## config.mk

```make
export PLATFORM = sky130hd
export DESIGN_NAME = http_response_header_parser
export DESIGN_NICKNAME = d
export VERILOG_FILES = /design/src/design/hrhp_pkg.sv /design/src/design/http_response_header_parser.sv
export SDC_FILE = /design/constraint.sdc
export NUM_CORES = 1
export LEC_CHECK = 0
export ABC_CLOCK_PERIOD_IN_PS = 4700
export BUFFER_PORTS_ARGS = -buffer_cell sky130_fd_sc_hd__clkbuf_2
export CAP_MARGIN = 20
export CELL_PAD_IN_SITES_DETAIL_PLACEMENT = 0
export CELL_PAD_IN_SITES_GLOBAL_PLACEMENT = 1
export CORE_MARGIN = 3
export CORE_UTILIZATION = 44
export CTS_CLUSTER_SIZE = 14
export DETAILED_ROUTE_END_ITERATION = 7
export PLACE_DENSITY_LB_ADDON = 0.1
export SYNTH_ARGS = -nofsm -noshare
export SYNTH_HDL_FRONTEND = slang
export SYNTH_SLANG_ARGS = --single-unit
```

## constraint.sdc

```tcl
create_clock -name clk -period 4.7 [get_ports clk]
set_clock_uncertainty 0.2 [all_clocks]
set_input_delay 0.705 -clock clk [delete_from_list [all_inputs] [get_ports clk]]
set_output_delay 0.705 -clock clk [all_outputs]
set_load 0.01 [all_outputs]
```

## src/design/hrhp_pkg.sv

```systemverilog
// Shared types and constants for the HTTP response header parser.
// Holds the header key text, line offsets, byte codes and the number-scanning step.
// No dependencies.
package hrhp_pkg;

    localparam int OFFSET_BITS = 5;

    localparam logic [OFFSET_BITS-1:0] CODE_FIRST = 5'd9;
    localparam logic [OFFSET_BITS-1:0] CODE_LAST  = 5'd11;
    localparam logic [OFFSET_BITS-1:0] KEY_LEN    = 5'd15;
    localparam logic [OFFSET_BITS-1:0] OFFSET_MAX = 5'd31;
    localparam logic [OFFSET_BITS-1:0] OFFSET_ONE = 5'd1;

    localparam int CODE_BITS = 10;

    localparam logic [7:0] BYTE_TAB   = 8'h09;
    localparam logic [7:0] BYTE_LF    = 8'h0A;
    localparam logic [7:0] BYTE_CR    = 8'h0D;
    localparam logic [7:0] BYTE_SPACE = 8'h20;
    localparam logic [7:0] BYTE_PLUS  = 8'h2B;
    localparam logic [7:0] BYTE_ZERO  = 8'h30;
    localparam logic [7:0] BYTE_NINE  = 8'h39;

    // "Content-Length:"
    localparam logic [7:0] KEY_TEXT [0:14] = '{
        8'h43, 8'h6F, 8'h6E, 8'h74, 8'h65, 8'h6E, 8'h74, 8'h2D,
        8'h4C, 8'h65, 8'h6E, 8'h67, 8'h74, 8'h68, 8'h3A
    };

    // Number scanner phases.
    localparam logic [1:0] PHASE_SKIP   = 2'd0;
    localparam logic [1:0] PHASE_DIGITS = 2'd1;
    localparam logic [1:0] PHASE_DONE   = 2'd3;

    typedef struct packed {
        logic       take;
        logic [3:0] digit;
        logic [1:0] phase;
    } num_step_t;

    function automatic logic is_space(input logic [7:0] b);
        return (b == BYTE_SPACE) || (b >= BYTE_TAB && b <= BYTE_CR);
    endfunction

    // One byte of an atoi-style scan: skip white space, an optional plus,
    // then digits until the first other byte.
    function automatic num_step_t number_step(input logic [1:0] phase,
                                              input logic [7:0] b);
        num_step_t  r;
        logic       is_digit;
        logic [7:0] diff;
        is_digit = (b >= BYTE_ZERO) && (b <= BYTE_NINE);
        diff     = b - BYTE_ZERO;
        r.take   = 1'b0;
        r.digit  = diff[3:0];
        r.phase  = phase;
        unique case (phase)
            PHASE_SKIP:
            begin
                if (is_space(b))
                begin
                    r.phase = PHASE_SKIP;
                end
                else if (b == BYTE_PLUS)
                begin
                    r.phase = PHASE_DIGITS;
                end
                else if (is_digit)
                begin
                    r.phase = PHASE_DIGITS;
                    r.take  = 1'b1;
                end
                else
                begin
                    r.phase = PHASE_DONE;
                end
            end
            PHASE_DIGITS:
            begin
                if (is_digit)
                begin
                    r.take = 1'b1;
                end
                else
                begin
                    r.phase = PHASE_DONE;
                end
            end
            default:
            begin
                r.phase = phase;
            end
        endcase
        return r;
    endfunction

endpackage

```

## src/design/http_response_header_parser.sv

```systemverilog
// A result is registered into the output buffer on the beat of the LF that
// ends the header. One header byte is taken per cycle while the skid entry is empty;
// each byte is scanned by one pass of compare and shift-add logic into the parser state.
// A two-entry output buffer lets bytes keep flowing while a result waits.
// Reset (rst_n, asynchronous, active low) clears the parser state and empties the buffer.
// Depends on hrhp_pkg.
module http_response_header_parser
    import hrhp_pkg::*;
#(
    parameter int LENGTH_BITS = 31
)
(
    input  logic                   clk,
    input  logic                   rst_n,
    input  logic                   in_valid,
    output logic                   in_ready,
    input  logic [7:0]             header_byte,
    output logic                   out_valid,
    input  logic                   out_ready,
    output logic [CODE_BITS-1:0]   status_code,
    output logic [LENGTH_BITS-1:0] content_length,
    output logic                   length_saturated
);

    localparam int PROD_BITS = LENGTH_BITS + 4;
    localparam int CPROD_BITS = CODE_BITS + 4;

    typedef struct packed {
        logic [CODE_BITS-1:0]   code;
        logic [LENGTH_BITS-1:0] len;
        logic                   sat;
    } result_t;

    // Parser state.
    logic                   prev_cr_reg, prev_cr_next;
    logic [OFFSET_BITS-1:0] offset_reg, offset_next;
    logic                   first_line_reg, first_line_next;
    logic                   prefix_reg, prefix_next;
    logic [1:0]             phase_reg, phase_next;
    logic [CODE_BITS-1:0]   code_reg, code_next;
    logic [LENGTH_BITS-1:0] len_reg, len_next;
    logic                   clamped_reg, clamped_next;

    // Output buffer.
    logic    out_valid_reg;
    logic    skid_valid_reg;
    result_t out_data_reg;
    result_t skid_data_reg;

    logic            accept;
    logic            emit;
    logic            pop;
    num_step_t       nstep;
    logic [PROD_BITS-1:0]  len_prod;
    logic [CPROD_BITS-1:0] code_prod;
    result_t         result;

    assign accept   = in_valid && in_ready;
    assign pop      = out_valid_reg && out_ready;
    assign in_ready = !skid_valid_reg;

    assign nstep = number_step(phase_reg, header_byte);

    // Multiply by ten as two shifts and an add, then add the digit.
    assign len_prod = (PROD_BITS'(len_reg) << 3) + (PROD_BITS'(len_reg) << 1)
                    + PROD_BITS'(nstep.digit);
    assign code_prod = (CPROD_BITS'(code_reg) << 3) + (CPROD_BITS'(code_reg) << 1)
                     + CPROD_BITS'(nstep.digit);

    assign result.code = code_reg;
    assign result.len  = len_reg;
    assign result.sat  = clamped_reg;

    always_comb
    begin
        prev_cr_next    = prev_cr_reg;
        offset_next     = offset_reg;
        first_line_next = first_line_reg;
        prefix_next     = prefix_reg;
        phase_next      = phase_reg;
        code_next       = code_reg;
        len_next        = len_reg;
        clamped_next    = clamped_reg;
        emit            = 1'b0;

        if (first_line_reg)
        begin
            if (offset_reg >= CODE_FIRST && offset_reg <= CODE_LAST)
            begin
                phase_next = nstep.phase;
                if (nstep.take)
                begin
                    code_next = code_prod[CODE_BITS-1:0];
                end
            end
        end
        else if (offset_reg < KEY_LEN)
        begin
            if (header_byte != KEY_TEXT[offset_reg[3:0]])
            begin
                prefix_next = 1'b0;
            end
        end
        else if (prefix_reg)
        begin
            if (offset_reg == KEY_LEN)
            begin
                // A new Content-Length line replaces any earlier value.
                len_next     = '0;
                clamped_next = 1'b0;
            end
            else
            begin
                phase_next = nstep.phase;
                if (nstep.take)
                begin
                    if (|len_prod[PROD_BITS-1:LENGTH_BITS])
                    begin
                        len_next     = '1;
                        clamped_next = 1'b1;
                    end
                    else
                    begin
                        len_next = len_prod[LENGTH_BITS-1:0];
                    end
                end
            end
        end

        if (prev_cr_reg && header_byte == BYTE_LF)
        begin
            if (offset_reg == OFFSET_ONE)
            begin
                // An empty line ends the header: report and start over.
                emit            = 1'b1;
                first_line_next = 1'b1;
                code_next       = '0;
                len_next        = '0;
                clamped_next    = 1'b0;
            end
            else
            begin
                first_line_next = 1'b0;
            end
            offset_next = '0;
            prefix_next = 1'b1;
            phase_next  = PHASE_SKIP;
            prev_cr_next = 1'b0;
        end
        else
        begin
            prev_cr_next = (header_byte == BYTE_CR);
            if (offset_reg < OFFSET_MAX)
            begin
                offset_next = offset_reg + OFFSET_ONE;
            end
        end
    end

    always_ff @(posedge clk or negedge rst_n)
    begin
        if (!rst_n)
        begin
            prev_cr_reg    <= 1'b0;
            offset_reg     <= '0;
            first_line_reg <= 1'b1;
            prefix_reg     <= 1'b1;
            phase_reg      <= PHASE_SKIP;
            code_reg       <= '0;
            len_reg        <= '0;
            clamped_reg    <= 1'b0;
        end
        else if (accept)
        begin
            prev_cr_reg    <= prev_cr_next;
            offset_reg     <= offset_next;
            first_line_reg <= first_line_next;
            prefix_reg     <= prefix_next;
            phase_reg      <= phase_next;
            code_reg       <= code_next;
            len_reg        <= len_next;
            clamped_reg    <= clamped_next;
        end
    end

    // The skid entry only fills when the output entry is held by the consumer.
    always_ff @(posedge clk or negedge rst_n)
    begin
        if (!rst_n)
        begin
            out_valid_reg  <= 1'b0;
            skid_valid_reg <= 1'b0;
        end
        else if (skid_valid_reg)
        begin
            if (pop)
            begin
                skid_valid_reg <= 1'b0;
            end
        end
        else if (accept && emit)
        begin
            if (out_valid_reg && !pop)
            begin
                skid_valid_reg <= 1'b1;
            end
            else
            begin
                out_valid_reg <= 1'b1;
            end
        end
        else if (pop)
        begin
            out_valid_reg <= 1'b0;
        end
    end

    always_ff @(posedge clk)
    begin
        if (skid_valid_reg)
        begin
            if (pop)
            begin
                out_data_reg <= skid_data_reg;
            end
        end
        else if (accept && emit)
        begin
            if (out_valid_reg && !pop)
            begin
                skid_data_reg <= result;
            end
            else
            begin
                out_data_reg <= result;
            end
        end
    end

    assign out_valid        = out_valid_reg;
    assign status_code      = out_data_reg.code;
    assign content_length   = out_data_reg.len;
    assign length_saturated = out_data_reg.sat;

`ifndef ASSERT_OFF
    a_skid_implies_out: assert property (@(posedge clk) disable iff (!rst_n)
        skid_valid_reg |-> out_valid_reg)
        else $error("skid entry full while output entry empty");

    a_code_range: assert property (@(posedge clk) disable iff (!rst_n)
        code_reg <= CODE_BITS'(999))
        else $error("status code exceeds three decimal digits");

    a_sat_is_max: assert property (@(posedge clk) disable iff (!rst_n)
        out_valid_reg && out_data_reg.sat |-> &out_data_reg.len)
        else $error("saturated length is not the field maximum");

    a_line_start_no_cr: assert property (@(posedge clk) disable iff (!rst_n)
        (offset_reg == '0) |-> !prev_cr_reg)
        else $error("CR flag set at start of a line");
`endif

endmodule

```

==> metrics list, run 1 <==
* Post CTS Setup Buffer Count: 0
- Number of distinct library cells after synthesis: 62
- Leading post-synthesis cells by instance count: sky130_fd_sc_hd__nand2_1, sky130_fd_sc_hd__edfxtp_1, sky130_fd_sc_hd__ha_1, sky130_fd_sc_hd__o21ai_0, sky130_fd_sc_hd__a21oi_1
- Post-Synthesis Net Count: 908
- The worst setup path is captured at a flop.
- For this run, the post-layout net count is 958.
- STA puts the critical path data arrival time at 4.30 ns.
- Met1 layer wirelength in the final routing: 9920 um
- Most used standard cell by instance count after synthesis: sky130_fd_sc_hd__nand2_1
* PwrDens: 298 nW/um2
- For flop-to-flop paths, the worst setup slack is 0.50 ns.
- Power comes to 2.83 mW.
- The count of endpoints failing hold in the final timing report was 0.
- Cell occurring most often along the worst timing path: sky130_fd_sc_hd__o31ai_1
- Overall global routing resource usage: 20.0%
- Number of global-route vias before repair: 6265
- Setup repair after global routing left no endpoint under its margin.
* IO Port Bufs: 55
- Clock latency reported for the late side of the worst-skew pair: 0.43 ns
- Kind of start point of the critical path: flop
- Ports: 56
* Number of max-capacitance violations reported: 0
- Of the synthesized area, sequential elements account for 45.9%.
- For this run, design rule violations remaining after detail routing come to 0.
* Via total after detailed routing: 6311
- Number of instances in the placed design: 1074
- Synthesis inferred 138 register bits.
- In this run, synthesis inferred 84 flip-flops with an integrated enable.
- The count of nets left with antenna violations once routing finished came out at 0.
* Clock transition at the register clock pins on the worst setup and hold paths after CTS: 0.06 ns
* Detailed Place HPWL: 13800 um
- The initialized floorplan defines 50 standard-cell rows.
- Summed over all nets, wire length on met2 after detailed routing comes to 8840 um.
- Yosys attributes the largest share of cell area to sky130_fd_sc_hd__edfxtp_1, sky130_fd_sc_hd__dfrtp_1, sky130_fd_sc_hd__ha_1.
* CTS buffer count: 17
- Layout-stage area growth over the synthesis result: 12.7%
* Highest net fanout along the worst path: 29
- Worst path bufs/invs: 0
- The floorplan step defined a die boundary enclosing 20900 um2.
- Entering global routing, the biggest net connects 47 pins.
* Average size of a mapped cell: 10.4 um2
- Placer's final routability congestion estimate: 0.902
- The first global-routing pass estimated 32900 um of wire.
- In the final timing run, aggregate negative setup slack is 0 ns.
- Placeable core region: 18800 um2
* Gate count after technology mapping: 810
- Final setup violation count: 0
* Run status: completed
- Timing would allow up to 238 MHz.
- H-tree level count: 4
- Of the cells placed in the final design, the portion with a size suffix greater than 1 is 18.2%.
- Hold Buf Count CTS: 0
- The number of antenna diodes in the final layout is 0.
* Crit Path Class: flop to flop
* Share of the synthesized area in the top cell type: 29.9%
- Internal power: 2.08 mW
* Main flop type after synthesis: sky130_fd_sc_hd__edfxtp_1
- The clock net in this run drives a total of 138 sinks.
* Slowest cell delay on critical path: 0.73 ns
- Worst hold path type: input pin to asynchronous set/reset pin
* Final clock period utilization by the worst path: 89.4%
- Summing all non-filler instances in the final layout gives an area of 9510 um2.
* Uppermost layer routed: met4
- After detailed routing, the average wire length per cell comes to 17.8 um.
- The biggest area contributor in the post-synthesis netlist is sky130_fd_sc_hd__edfxtp_1.
- Max Slew Vio Count: 0
- Die Span X: 144 um
- Summing all placed instances gives a cell area of 8960 um2.
- For this block, the initial DRC count from the detailed router was 403.
- Transition time at the pin with the least slew margin: 1.01 ns
- Sequential cells account for 47.6% of the total power.
- After global routing the overflow that remains totals 0.
- Buffer cell driving the clock tree root: sky130_fd_sc_hd__clkbuf_16
* Clk pwr share: 43.9%
- The initial antenna violation count was 0.
- Among all stages on the critical path, the largest delay is contributed by sky130_fd_sc_hd__or4_4.
- The routed design has 19700 um of wire.
* Critical path's top delay family: compound AO/OA/AOI/OAI gates
* Proportion of register bits with asynchronous set or reset after synthesis: 39.1%
* Detail Route met3 WL: 630 um
- CP cell instances: fa_1 -> ha_1 -> a211oi_1 -> o211ai_1 -> a22o_1 -> a221oi_2 -> o31ai_1 -> xor2_1 -> or4_4 -> o31ai_1 -> a21boi_1
* Pre-Repair DR Iteration Count: 5
- The count of cells in the finished layout, fillers not included, comes to 1107.
- Normalized max-slew margin: 32.7%
- From bottom edge to top edge, the die measures 144 um.
- The synthesized netlist occupies a cell area of 8440 um2.
- Data required, critical path: 4.80 ns
* Part of the power in combinational logic: 8.4%
- TritonCTS clock tree: yes
- Worst IR drop on VDD: 0.000244 V
- PostCTS Resize Cnt: 0
* Switching power summed over all nets: 749 uW
- Flip-flop count of the largest register after layout: 42
- Leakage dissipation: 4.19 nW
* Yosys synthesis warning count: 0
- For the finished layout, the period the worst path requires is 4.20 ns.
- Maximum clock path buffer count: 2
* Switching share of power: 26.5%
- Once the floorplan was initialized, standard cells occupied 45.0% of the core.
* Vias per Instance: 5.70
## metrics by stage
step / setup slack, ns / hold slack (ns) / utilization, %
2_1_floorplan: 0.227 / 0.209 / -
3_5_place_dp: 0.115 / 0.282 / 47.7
4_1_cts: 0.500 / 0.120 / 50.6
5_1_grt: 0.182 / 0.138 / 50.6
6_report: 0.497 / 0.0894 / 50.6
3_3_place_gp: 0.201 / 0.278 / 47.7
## layout make-up
type                            instances  area [um2]
Clock buffer                           18         429
Fill cell                            1693        9260
Multi-Input combinational cell        610        4320
Inverter                               24        90.1
Timing Repair Buffer                   69         378
Tap cell                              234         293
Sequential cell                       138        3880
Clock inverter                         14         114
## cells in the final DEF (no fill, tap or decap), types with 28 or more instances in the layout
cell type,count
sky130_fd_sc_hd__dfrtp_1,51
sky130_fd_sc_hd__edfxtp_1,84
sky130_fd_sc_hd__clkbuf_2,56
sky130_fd_sc_hd__xnor2_1,28
sky130_fd_sc_hd__o21ai_0,67
sky130_fd_sc_hd__nand2_1,100
sky130_fd_sc_hd__a21oi_1,65
sky130_fd_sc_hd__mux2_2,42
sky130_fd_sc_hd__ha_1,82
sky130_fd_sc_hd__nor2_1,43
## worst reg2reg max path, cell delays in order (launching register included)
cell	delay (ns)
sky130_fd_sc_hd__dfrtp_1	0.46
sky130_fd_sc_hd__fa_1	0.51
sky130_fd_sc_hd__ha_1	0.34
sky130_fd_sc_hd__a211oi_1	0.28
sky130_fd_sc_hd__o211ai_1	0.18
sky130_fd_sc_hd__a22o_1	0.31
sky130_fd_sc_hd__a221oi_2	0.36
sky130_fd_sc_hd__o31ai_1	0.14
sky130_fd_sc_hd__xor2_1	0.15
sky130_fd_sc_hd__or4_4	0.73
sky130_fd_sc_hd__o31ai_1	0.32
sky130_fd_sc_hd__a21boi_1	0.09
## cell families after synthesis
logic type	synth area share [%]
XOR/XNOR	4.46
adder cells (fa/ha/maj)	13.1
flip-flops	45.9
AO/OA/AOI/OAI	16.3
multiplexers	5.84
AND/OR/NAND/NOR	11.3
buffers and inverters	3.04
## final timing paths
check	endpoint	start	depth (start not counted)
setup / recovery	len_reg[4]	len_reg[2]	11
max in group asynchronous	len_reg[9]	rst_n	2
hold / removal	offset_reg[0]	rst_n	1
setup reg to reg	len_reg[4]	len_reg[2]	11
min in group clk	prefix_reg	prefix_reg	2
hold reg to reg	prefix_reg	prefix_reg	2
## power groups by stage
stage	Sequential, mW	Combinational (mW)	Clock (mW)
after floorplan	1.34	0.207	0
after global placement	1.37	0.233	0
after detailed placement	1.37	0.238	0
after CTS	1.35	0.239	1.27
after global routing	1.35	0.275	1.33
final	1.35	0.239	1.24
## layer usage
metal | up-vias | GRT usage [%]
met5 | - | 0
met1 | 3085 | 29.4
met3 | 28 | 3.90
met2 | 104 | 30.3
met4 | 0 | 5.55
li1 | 3094 | -
No activity file was read; power rests on OpenSTA's default activity.
==> run 2: changes to the inputs <==
Settings changed: CORE_ASPECT_RATIO set to 0.5.
==> run 2 against run 1 <==
Net effect:
- die area grew 0.49%
- final cell count increased by 2.3%
- global-route usage fell by 0.23 points
- highest routed layer unchanged
- clock-buffer cell count did not move
- critical path depth did not move
==> metrics list, run 2 (synthesis gave the netlist of run 1 again) <==
- Wire length after detailed routing: 19800 um
* Clock transition at the register clock pins on the worst setup and hold paths after CTS: 0.06 ns
- The tree built by TritonCTS fans out to 138 sinks.
- In this run the remaining antenna-violating nets after routing total 0.
- Final setup violation count: 0
* Detailed-route DRC error count: 0
- Number of instances in the placed design: 1101
- TritonCTS created 17 clock buffers.
- From synthesis to final layout, the design area changed by 14.4%.
- In this design, the largest share of critical-path delay is due to compound AO/OA/AOI/OAI gates.
- Entering global routing, the biggest net connects 55 pins.
* Leading cell types in the layout, fill and taps excluded: sky130_fd_sc_hd__nand2_1, sky130_fd_sc_hd__edfxtp_1, sky130_fd_sc_hd__ha_1
- Wire length of the first global-routing pass: 33200 um
- The number of antenna diodes in the final layout is 0.
- For the final routed database, the setup TNS stands at 0 ns.
- Gates resized during post-CTS repair numbered 0.
- Total number of placement rows: 35
- Utilization after layout: 51.9%
- Max Slew Vio Count: 0
* Endpoint of the worst-slack reg-to-reg timing path: len_reg[9]
- Number of DRC markers in iteration 0: 325
* Path depth of the worst reg2reg path: 11
- The die is 202 um wide.
* Routed length per placed instance: 17.5 um
- Port buffering added 55 buffers.
- Walking the worst path, the cells encountered are fa_1 -> ha_1 -> a211oi_1 -> o211ai_1 -> a22o_1 -> a221oi_2 -> o31ai_1 -> xor2_1 -> or4_4 -> nor2_2 -> a21oi_1.
- Static timing analysis puts the maximum clock frequency at 238 MHz.
- Element type at the critical path end: flop
* Number of max-capacitance violations reported: 0
- Counting both buffers and inverters, the worst setup path holds a total of 0.
- Final critical-path required period: 4.20 ns
* Maximum clock path buffer count: 2
- Highest net fanout along the worst path: 29
- In the finished design, the share of the clock period the worst path needs comes to 89.3%.
- Buffer cell driving the clock tree root: sky130_fd_sc_hd__clkbuf_16
- Global routing used 19.8% of the available tracks across all layers.
- Flip-flop count of the largest register after layout: 42
* Power consumption: 3.08 mW
- The initial antenna violation count came to 0.
- Normalized max-slew margin: 29.0%
* Worst reg2reg path startpoint: len_reg[0]
* Run status: completed
- The net count of the finished layout is 959.
- Detailed Place HPWL: 13800 um
- Critical path data arrival time: 4.29 ns
* Clock latency reported for the late side of the worst-skew pair: 0.43 ns
* Slowest cell delay on critical path: 0.74 ns
- The detailed router placed 6262 vias in this run.
* Layout cells sized above 1: 18.2%
* Worst hold path type: input pin to asynchronous set/reset pin
- For this run, the detailed router's first-pass iteration total came to 4.
- The initial utilization of the core area, before any placement, comes to 45.3%.
- Power spread over the standard cell area amounts to 318 nW/um2.
- Source of the critical timing path: len_reg[0]
- The number of hold buffers added after CTS was 0.
* Gr ovfl total: 0
- After filler insertion, the fill cell instance count of the layout stands at 1716.
- After detailed routing, the number of vias per cell comes to 5.53.
- The die covers 21000 um2.
- Number of global-route vias before repair: 6200
- Leaving out fill and tap cells, the most frequent cell in the layout is sky130_fd_sc_hd__nand2_1.
* Slowest-stage cell, CP: sky130_fd_sc_hd__or4_4
- Leaving out filler cells and counting taps, the final layout contains 1132.
* Transition time at the pin with the least slew margin: 1.06 ns
- In this run the static leakage power is 4.25 nW.
- The region available for standard cell placement spans 18600 um2.
* Worst IR drop on VDD: 0.000238 V
* Setup repair after global routing missed its margin: false
- Post CTS Setup Buffer Count: 0
- Placer's final routability congestion estimate: 0.831
- H-tree level count: 4
- During I/O placement, the number of pins put on the boundary was 56.
- Overall die height: 104 um
- At the worst endpoint, the required time is 4.79 ns.
- TritonCTS built the clock tree.
* Count of final hold-check violations: 0
- Crit Path Class: flop to flop
- The setup check on the worst reg-to-reg path leaves a slack of 0.50 ns.
- Kind of start point of the critical path: flop
## run 2: area by class of cell
cell class / instances / area, um2 / area share [%]
Inverter: 24 / 90.1 / 0.933
Timing Repair Buffer: 70 / 395 / 4.09
Multi-Input combinational cell: 610 / 4320 / 44.8
Sequential cell: 138 / 3880 / 40.2
Clock buffer: 18 / 429 / 4.44
Clock inverter: 13 / 215 / 2.23
Tap cell: 259 / 324 / 3.36
## run 2: power by group
part | switching (mW) | internal, mW | leakage (nW)
registers | 0.0555 | 1.29 | 1.47
logic | 0.132 | 0.106 | 2.47
clock network | 0.542 | 0.946 | 0.312
## run 2: through the flow
step | cell area (um2) | hold WS [ns] | setup slack (ns)
after floorplan | 8440 | 0.209 | 0.227
after global placement | 9000 | 0.260 | 0.226
after detailed placement | 9010 | 0.274 | 0.112
after CTS | 9660 | 0.277 | 0.511
after global routing | 9660 | 0.293 | 0.200
final | 9660 | 0.251 | 0.501
## run 2: how the worst max path moves through the flow
stage | slack, ns | depth (start not counted) | to
detailed placement | 0.11 | 12 | len_reg[5]
floorplan | 0.23 | 5 | content_length[0]
CTS | 0.51 | 11 | len_reg[5]
global placement | 0.23 | 12 | len_reg[4]
global route | 0.20 | 11 | len_reg[5]
finish | 0.50 | 11 | len_reg[9]
## run 2: metal layers
metal  GRT usage [%]  wire length [um]  vias to the layer above
met5               0                 0                        -
met4            4.13               191                        0
met3            4.85               836                       16
met2            29.1              8320                      106
met1            29.7             10500                     3051
li1                -                 -                     3089
## run 2: worst reg2reg max path: stages, from the launching register on
cell and delay [ns]:
sky130_fd_sc_hd__dfrtp_1 0.45, sky130_fd_sc_hd__fa_1 0.53, sky130_fd_sc_hd__ha_1 0.33, sky130_fd_sc_hd__a211oi_1 0.29
sky130_fd_sc_hd__o211ai_1 0.21, sky130_fd_sc_hd__a22o_1 0.32, sky130_fd_sc_hd__a221oi_2 0.30, sky130_fd_sc_hd__o31ai_1 0.13
sky130_fd_sc_hd__xor2_1 0.15, sky130_fd_sc_hd__or4_4 0.74, sky130_fd_sc_hd__nor2_2 0.31, sky130_fd_sc_hd__a21oi_1 0.10
==> run 3: changes to the inputs <==
Settings changed: BUFFER_PORTS_ARGS -buffer_cell sky130_fd_sc_hd__clkbuf_2 to not set, CORE_UTILIZATION 44 to 46, DONT_BUFFER_PORTS set to 1.
==> run 3 against run 2 <==
Net effect:
- sequential share of layout area rose by 1.6 points
- wire length shrank 0.50%
- final cell count is 7.2% lower
- clock-buffer cell count is 2 higher
- non-clock buffer count is 57 lower
- critical path depth unchanged
==> metrics list, run 3 (synthesis gave the netlist of run 1 again) <==
* Run status: completed
- Clock transition at the register clock pins on the worst setup and hold paths after CTS: 0.06 ns
- In this run the power density over the cells is 313 nW/um2.
* Kind of start point of the critical path: flop
* Gr ovfl total: 0
- Wire length after detailed routing: 19700 um
- STA puts the critical path data required time at 4.79 ns.
- Counting along the longest clock path gives a buffer depth of 2.
* Antenna diode count: 0
* Count of final hold-check violations: 0
- Number of max-capacitance violations reported: 0
* Slowest cell delay on critical path: 0.75 ns
- Setup repair after global routing left no endpoint under its margin.
* IO Port Bufs: 0
- Total number of placement rows: 34
- CP cell instances: fa_1 -> ha_1 -> a211oi_1 -> o211ai_1 -> a22o_1 -> a221oi_2 -> o31ai_1 -> xor2_1 -> or4_4 -> nor2_2 -> a21oi_1
- Setup violations remaining at the end of the flow were counted as 0.
- Setup TNS after final layout: 0 ns
- For this design the top-level I/O count stands at 56.
- Clock latency on the worst-skew pair, taken at its later pin, is 0.42 ns.
* Final clock period utilization by the worst path: 91.6%
* Leading cell type in the layout, fill and taps excluded: sky130_fd_sc_hd__nand2_1
- The register with the most flip-flops in the layout has 42 of them.
- Worst hold path type: input pin to flop
* Overall global routing resource usage: 20.7%
- The worst setup path is of the flop to flop kind.
- Initial antenna violation count: 0
- The internal portion of the total power is 2.18 mW.
* Final critical-path required period: 4.30 ns
- Layout cells sized above 1: 12.2%
* Wire length of the first global-routing pass: 32300 um
* Worst IR drop on VDD: 0.000240 V
- The floorplan step defined a die boundary enclosing 20100 um2.
- After detailed routing, the number of vias per cell comes to 5.71.
- Cell area after layout: 9290 um2
* Smallest hold slack: 0.166 ns
- Uppermost layer routed: met4
- Detail Route met3 WL: 1190 um
- Switching share of power: 25.0%
- The H-tree was split into 4 levels.
- Number of global-route vias before repair: 5876
* Non-filler cells in the finished layout: 1051
- The first detailed-routing pass took 6 iterations.
- At the worst endpoint, the arrival time is 4.39 ns.
- Number of DRC markers in iteration 0: 379
* Clk pwr share: 45.8%
- The library cells used most frequently in the layout, excluding fill and tap cells, are sky130_fd_sc_hd__nand2_1, sky130_fd_sc_hd__edfxtp_1, sky130_fd_sc_hd__ha_1.
- After detailed placement, the total cell area comes to 8670 um2.
- For this design, the sink count on the clock tree is 138.
- Routed length per placed instance: 18.8 um
- Element type at the critical path end: flop
- In the final routing, the length of wire on met1 measures 10200 um.
- Pin count of the biggest net entering global routing: 55
* Detailed-route DRC error count: 0
* Placer's final routability congestion estimate: 0.845
* Post-detailed-route count of antenna-violating nets: 0
- Number of instances in the placed design: 1017
- Highest net fanout along the worst path: 29
* Routed length on met2: 8080 um
- Overall die height: 102 um
* Normalized max-slew margin: 33.2%
- For the pin with the worst max-slew slack, the measured transition is 1.00 ns.
- The HPWL after detailed placement is 13600 um.
* Number of nets in the layout: 902
- For this design the total switching power over the nets is 728 uW.
- Layout-stage area growth over the synthesis result: 10.1%
- Once layout is complete, the utilization of the core stands at 52.6%.
- Of the total power, registers draw 46.3%.
- Measured along the x axis, the die boundary spans 198 um.
- Of the total power, combinational logic draws 7.8%.
* Placeable core region: 17700 um2
- Buffers added to address setup during post-CTS repair amount to 0.
- Via total after detailed routing: 6002
- For this configuration, the core starts out at a cell density of 47.8%.
- Power consumption: 2.91 mW
- Prior to clock tree synthesis, the placed netlist has a worst setup slack of 0.191 ns.
* TritonCTS clock tree: yes
- Buffer cell driving the clock tree root: sky130_fd_sc_hd__clkbuf_16
- Leakage dissipation: 3.98 nW
- Clock tree synthesis inserted a total of 17 buffers.
- The slowest stage of the critical path belongs to the cell sky130_fd_sc_hd__or4_4.
- Derived from the worst setup path, the maximum achievable clock frequency is 232 MHz.
* Final WS setup: 0.397 ns
* Max Slew Vio Count: 0
==> run 3: changes by cell type in the layout (fill, tap and decap cells not counted), sizes merged <==
| cell | change |
|---|---|
| bufinv | -3 |
| buf | -3 |
| clkbuf | -53 |
| dlygate4sd3 | +1 |
| inv | -1 |
| clkinvlp | +4 |
| clkinv | -1 |
==> run 3: worst max-delay path, delay by kind of cell, from the launching register on <==
kind	cells	cell delay, ns
flip-flops	1	0.45
AND/OR/NAND/NOR	2	1.04
XOR/XNOR	1	0.15
AO/OA/AOI/OAI	6	1.45
adder cells (fa/ha/maj)	2	0.88
==> run 3: timing repair <==
action                                 CTS  global route
gates resized for setup                  0             0
setup endpoints to repair                0             0
hold buffers                             2             0
endpoints found under the hold margin   54             0
==> run 3: final cells by class <==
class	instances	area, um2
timing repair buffer	13	128
tap	234	293
clock buffer	20	437
multi-input combinational	610	4320
clock inverter	12	141
sequential	138	3880
fill	1554	8360
inverter	24	90.1
==> run 3: power by group through the flow <==
stage / clock, mW / sequential [mW] / combinational [mW]
floorplan: 0 / 1.34 / 0.207
global placement: 0 / 1.37 / 0.213
detailed placement: 0 / 1.37 / 0.214
CTS: 1.37 / 1.35 / 0.230
global route: 1.42 / 1.36 / 0.259
finish: 1.33 / 1.35 / 0.228
==> run 3: path summary, 6_finish.rpt <==
path                       depth (start not counted)                end         from  slack, ns
max                                               11         len_reg[5]   len_reg[0]       0.40
min                                                1     skid_valid_reg    out_ready       0.17
max reg2reg                                       11         len_reg[5]   len_reg[0]       0.40
min reg2reg                                        0  skid_data_reg[41]  code_reg[9]       0.29
max in group asynchronous                          2     first_line_reg        rst_n       3.39
min in group asynchronous                          2      offset_reg[3]        rst_n       0.62
==> run 3: metal layers <==
| layer | up-vias | track usage [%] |
|---|---|---|
| met1 | 2889 | 30.6 |
| met5 | - | 0 |
| met4 | 0 | 5.49 |
| li1 | 2967 | - |
| met3 | 15 | 5.55 |
| met2 | 131 | 30.2 |
